[config.mk]
export PLATFORM = sky130hd
export DESIGN_NAME = scpa_div
export DESIGN_NICKNAME = d
export VERILOG_FILES = /design/src/scpa_pkg.sv /design/src/scpa_div.sv
export SDC_FILE = /design/constraint.sdc
export NUM_CORES = 1
export LEC_CHECK = 0
export ABC_AREA = 1
export BUFFER_PORTS_ARGS = -buffer_cell sky130_fd_sc_hd__buf_2
export CORE_MARGIN = 10
export CORE_UTILIZATION = 50
export CTS_CLUSTER_SIZE = 14
export DETAILED_ROUTE_END_ITERATION = 10
export PLACE_DENSITY = 0.73
export SLEW_MARGIN = 15
export SYNTH_ARGS = -nofsm -noshare
export SYNTH_HDL_FRONTEND = slang
export SYNTH_SLANG_ARGS = --single-unit
export TNS_END_PERCENT = 10
[constraint.sdc]
create_clock -name clock -period 5.3 [get_ports clock]
set_clock_uncertainty 0.2 [all_clocks]
set_input_delay 0.53 -clock clock [delete_from_list [all_inputs] [get_ports clock]]
set_output_delay 0.53 -clock clock [all_outputs]
set_load 0.005 [all_outputs]
[src/scpa_pkg.sv]
`timescale 1ns / 1ps
package scpa_pkg;

   localparam int CLASS_COUNT = 12;
   localparam logic [3:0] NO_CLASS = 4'd12;
   localparam int ARENA_AW = 17;
   localparam logic [20:0] ARENA_END = 21'h100000;
   localparam logic [20:0] BUMP_RESET = 21'd8;
   localparam logic [16:0] SLAB_RESET = 17'd16384;
   localparam logic [31:0] TAG_MAGIC = 32'hC0FFEE00;
   localparam logic [31:0] TAG_MASK = 32'hFFFFFF00;
   localparam int DIV_STEPS = 17;
   localparam logic [9:0] COPY_CAP = 10'd512;

   typedef enum logic [1:0] {
      MODE_ALLOC   = 2'd0,
      MODE_FREE    = 2'd1,
      MODE_REALLOC = 2'd2,
      MODE_NONE    = 2'd3
   } mode_type;

   typedef enum logic [1:0] {
      STAT_OK        = 2'd0,
      STAT_EXHAUSTED = 2'd1,
      STAT_BIG       = 2'd2,
      STAT_FOREIGN   = 2'd3
   } status_type;

   typedef enum logic [3:0] {
      ST_IDLE, ST_DECODE, ST_OWN_RD, ST_OWN_CHK, ST_TAKE, ST_TAKE_CHK, ST_DIV,
      ST_MUL, ST_FIT, ST_CARVE_H, ST_CARVE_L, ST_POP_RD, ST_POP, ST_GIVE, ST_FIN
   } state_type;

   typedef struct packed {
      logic                en;
      logic [ARENA_AW-1:0] addr;
      logic [63:0]         data;
   } arena_wr_type;

   typedef struct packed {
      logic        start;
      logic [16:0] dividend;
      logic [9:0]  divisor;
   } div_req_type;

   function automatic logic [9:0] class_bytes(input logic [3:0] idx);
      logic [9:0] r;
      unique case (idx)
         4'd0:    r = 10'd16;
         4'd1:    r = 10'd24;
         4'd2:    r = 10'd32;
         4'd3:    r = 10'd48;
         4'd4:    r = 10'd64;
         4'd5:    r = 10'd96;
         4'd6:    r = 10'd128;
         4'd7:    r = 10'd160;
         4'd8:    r = 10'd192;
         4'd9:    r = 10'd256;
         4'd10:   r = 10'd384;
         default: r = 10'd512;
      endcase
      return r;
   endfunction

   function automatic logic [3:0] pick_class(input logic [15:0] n);
      logic [3:0] r;
      r = NO_CLASS;
      for (int i = CLASS_COUNT - 1; i >= 0; i--) begin
         if ({6'd0, class_bytes(4'(i))} >= n) begin
            r = 4'(i);
         end
      end
      return r;
   endfunction

endpackage

[src/scpa_div.sv]
`timescale 1ns / 1ps
module scpa_div (
   input  logic                  clock,
   input  logic                  reset,
   input  scpa_pkg::div_req_type req,
   output logic                  done,
   output logic [16:0]           quotient
);

   logic        busy_ff, busy_in;
   logic        done_ff, done_in;
   logic [4:0]  cnt_ff, cnt_in;
   logic [10:0] rem_ff, rem_in;
   logic [16:0] q_ff, q_in;
   logic [9:0]  dvs_ff, dvs_in;
   logic [11:0] shifted;

   always_ff @(posedge clock) begin
      if (reset) begin
         busy_ff <= 1'b0;
         done_ff <= 1'b0;
      end else begin
         busy_ff <= busy_in;
         done_ff <= done_in;
      end
      cnt_ff <= cnt_in;
      rem_ff <= rem_in;
      q_ff   <= q_in;
      dvs_ff <= dvs_in;
   end

   always_comb begin
      busy_in = busy_ff;
      done_in = 1'b0;
      cnt_in  = cnt_ff;
      rem_in  = rem_ff;
      q_in    = q_ff;
      dvs_in  = dvs_ff;
      shifted = {rem_ff, q_ff[16]};
      if (req.start) begin
         busy_in = 1'b1;
         cnt_in  = 5'(scpa_pkg::DIV_STEPS);
         rem_in  = '0;
         q_in    = req.dividend;
         dvs_in  = req.divisor;
      end else if (busy_ff) begin
         if (shifted >= {2'b00, dvs_ff}) begin
            rem_in = 11'(shifted - {2'b00, dvs_ff});
            q_in   = {q_ff[15:0], 1'b1};
         end else begin
            rem_in = shifted[10:0];
            q_in   = {q_ff[15:0], 1'b0};
         end
         cnt_in = cnt_ff - 5'd1;
         if (cnt_ff == 5'd1) begin
            busy_in = 1'b0;
            done_in = 1'b1;
         end
      end
   end

   assign done     = done_ff;
   assign quotient = q_ff;

endmodule

==> flow_summary.yaml <==
critical_path:
  r2r_end: "rem_ff[7]$_SDFFE_PP0P_"
  crit_slowest_cell: "fa_1"
  crit_path_start_kind: "flop"
  critPathMaxStageDelay_ns: 0.41
  worst-path-stages: 12
  path_class: "flop to flop"
  cp_cell_sequence: "inv_1 > ha_1 > fa_1 > inv_1 > nand3_1 > nand3_1 > nand3_4 > nand4_4 > nand2_1 > nand2_1 > nand2_1 > nand2_1"
  timing.critical_path.to: "rem_ff[7]$_SDFFE_PP0P_"
  reg2reg_depth: 12
  path_buf_inv: 2
  cp_max_fo: 13
  critical_path_required_ns: 5.34
  crit_path_end_kind: "flop"
  crit-reg2reg-launch: "quotient[16]$_DFFE_PP_"
  rrSetupSlack_ns: 2.88
  arrival_ns: 2.46
  critPathTopFamily: "simple AND/OR/NAND/NOR gates"
  crit_start: "quotient[16]$_DFFE_PP_"
  path_common_cell: "nand2_1"
global_route:
  antenna_found_initial: 0
  grt.overflow.total: 0
  first_global_vias: 2200
  grt_use_total_pct: 13.2
  grt_max_degree: 34
  grt_pass1_wl_mm: 9.52
hold_path:
  hp-class: "primary input to flop"
  min_path_cells: 2
synthesis:
  yosysWarnings: 0
  synth-seq-cells: 45
  synth-seq-area-share_pct: 45.3
  ys_async_sr_fraction_pct: 0
  syn_inst: 333
  avgSynthCellArea_um2: 7.76
  synth_edf_count: 27
  synth_area_um2: 2580
  ys_types: 26
  ys.flop_type: "edfxtp_1"
  synth.net_count: 376
timing:
  rsz0062_at_grt: "no"
  setup_slack_ns: 2.88
  worstMarginPinSlew_ns: 0.768
  final.period_utilization_pct: 45.7
  fin_crit_ns: 2.42
  fmax_ghz: 0.413
  slew_viol_final: 0
  finalHoldViolCount: 0
  setup_tns_ns: 0
  finalSetupViolCount: 0
  relSlewSlack_pct: 48.6
power_and_ir_drop:
  p_seq_share_pct: 49.4
  power_density_nw_per_um2: 279
  finalPower_mw: 0.835
  ir_worst_vdd_uv: 204
  clkPwrFrac_pct: 36.1
  switching_share_pct: 24.3
  pwr-share-comb_pct: 14.5
  internal-power_mw: 0.633
  switchingPower_mw: 0.203
  p_leak_nw: 1.60
finish:
  area_growth_pct: 15.9
  final_cells: 451
  diodes: 0
  drive_gt1_share_pct: 18.1
  layout.nets: 423
  fill_cells: 476
placement:
  numPortBuffers: 47
  placedCellCount: 443
  hpwl_mm: 4.20
  place.gp.congestion: 0.828
  post-place-ws_ns: 2.72
clock_tree:
  clk_path_buf_depth: 2
  insertion_delay_ns: 0.30
  clock-root-buffer: "clkbuf_8"
  postCtsSetupRepairBufs: 0
  cts_buffers: 5
  ctsHoldBuffers: 0
  cts_tree: "yes"
  cts-resized-gates: 0
  cts.reportedPaths.clkPinSlew_ns: 0.08
  htreeDepth: 2
  cts_sinks: 45
floorplanning:
  chipHeight_um: 91.9
  die-area_um2: 8450
  start_util_pct: 50.9
  core-area_um2: 5070
  num_rows: 26
  ios: 48
  die_w_um: 91.9
routing:
  drc_errors: 0
  ant_nets: 0
  routed-via-count: 2164
  dr.pass1.iters: 4
  drt_iter0_drc: 132
  finalWirelength_mm: 5.47
  wl_met2_mm: 2.67
  viasPerCell: 4.80
  highest-signal-layer: "met4"
  route.met3.wl_um: 258
  wire_per_inst_um: 12.1
  drt-met1-wl_mm: 2.48
outcome:
  status: "complete, no violations"
run:
  cap_viol_max_count: 0
## worst min-delay path by stage
stage | startpoint | end | slack (ns)
after floorplan | rem_ff[10]$_SDFFE_PP0P_ | rem_ff[10]$_SDFFE_PP0P_ | 0.23
after global placement | cnt_ff[4]$_SDFFE_PP1P_ | cnt_ff[4]$_SDFFE_PP1P_ | 0.24
after detailed placement | cnt_ff[4]$_SDFFE_PP1P_ | cnt_ff[4]$_SDFFE_PP1P_ | 0.25
after CTS | reset | busy_ff$_SDFF_PP0_ | 0.19
after global routing | req[1] | dvs_ff[1]$_DFFE_PP_ | 0.19
final | reset | busy_ff$_SDFF_PP0_ | 0.19
## state kept, by name, summed over array words and instances (netlist names)
register and flops:
quotient 17, rem_ff 11, dvs_ff 10, cnt_ff 5, busy_ff 1, done 1
## Yosys cell counts, types with 2 or more instances
| library cell | n | area share (%) |
|---|---|---|
| a21oi_1 | 6 | 1.2 |
| clkbuf_1 | 5 | 0.73 |
| dfxtp_1 | 18 | 14 |
| edfxtp_1 | 27 | 31 |
| ha_1 | 12 | 5.8 |
| inv_1 | 47 | 6.8 |
| nand2_1 | 149 | 22 |
| nand2_2 | 8 | 1.9 |
| nand3_1 | 18 | 3.5 |
| nand3_4 | 2 | 1.4 |
| nand4_1 | 10 | 2.4 |
| nor2_1 | 12 | 1.7 |
| nor2_8 | 2 | 1.5 |
| o21ai_0 | 3 | 0.58 |
| xor2_1 | 3 | 1.0 |
## worst register-to-register path, stage by stage (launching register included)
cell and delay [ns]:
edfxtp_1 0.39, inv_1 0.06, ha_1 0.24, fa_1 0.41
inv_1 0.10, nand3_1 0.07, nand3_1 0.19, nand3_4 0.18
nand4_4 0.22, nand2_1 0.11, nand2_1 0.09, nand2_1 0.05
nand2_1 0.06
## power groups by stage
stage	sequential (mW)	clock (mW)	combinational [mW]
final	0.413	0.301	0.121
after global routing	0.417	0.318	0.139
after CTS	0.413	0.307	0.123
after detailed placement	0.420	0	0.122
after global placement	0.421	0	0.119
after floorplan	0.420	0	0.0791
## cell type report
cell class	instances	area (um^2)	area share, %
inverter	47	176	5.89
clock buffer	5	68.8	2.30
sequential	45	1170	39.1
timing repair buffer	47	235	7.85
multi-input combinational	234	1190	39.8
clock inverter	3	65.1	2.17
tap	70	87.6	2.92
## metal layers
metal,global-route usage (%),vias to the layer above
met1,15.6,971
li1,-,1143
met3,3.34,6
met2,23.1,44
met5,0,-
met4,3.98,0
## placed cells by master (no fill, tap or decap), types with 6 or more instances in the layout
master	n
nor2_1	12
ha_1	12
nand2_1	149
dfxtp_1	18
inv_1	47
a21oi_1	6
edfxtp_1	27
nand4_1	10
nand3_1	18
nand2_2	8
buf_2	47
## cells by family after synthesis
kind of cell,Yosys count,share of synthesized area [%]
buf+inv,54,8.57
fa+ha+maj,13,6.58
flops,45,45.3
compound gates,13,2.90
xor+xnor,3,1.02
simple gates,205,35.6
## stage by stage
stage	hold slack [ns]	utilization (%)	area, um^2
4_1_cts	0.188	59.0	3000
6_report	0.194	59.0	3000
3_5_place_dp	0.255	56.4	2860
2_1_floorplan	0.226	-	2580
3_3_place_gp	0.240	56.4	2860
5_1_grt	0.193	59.0	3000
(Power assumes the default switching activity.)
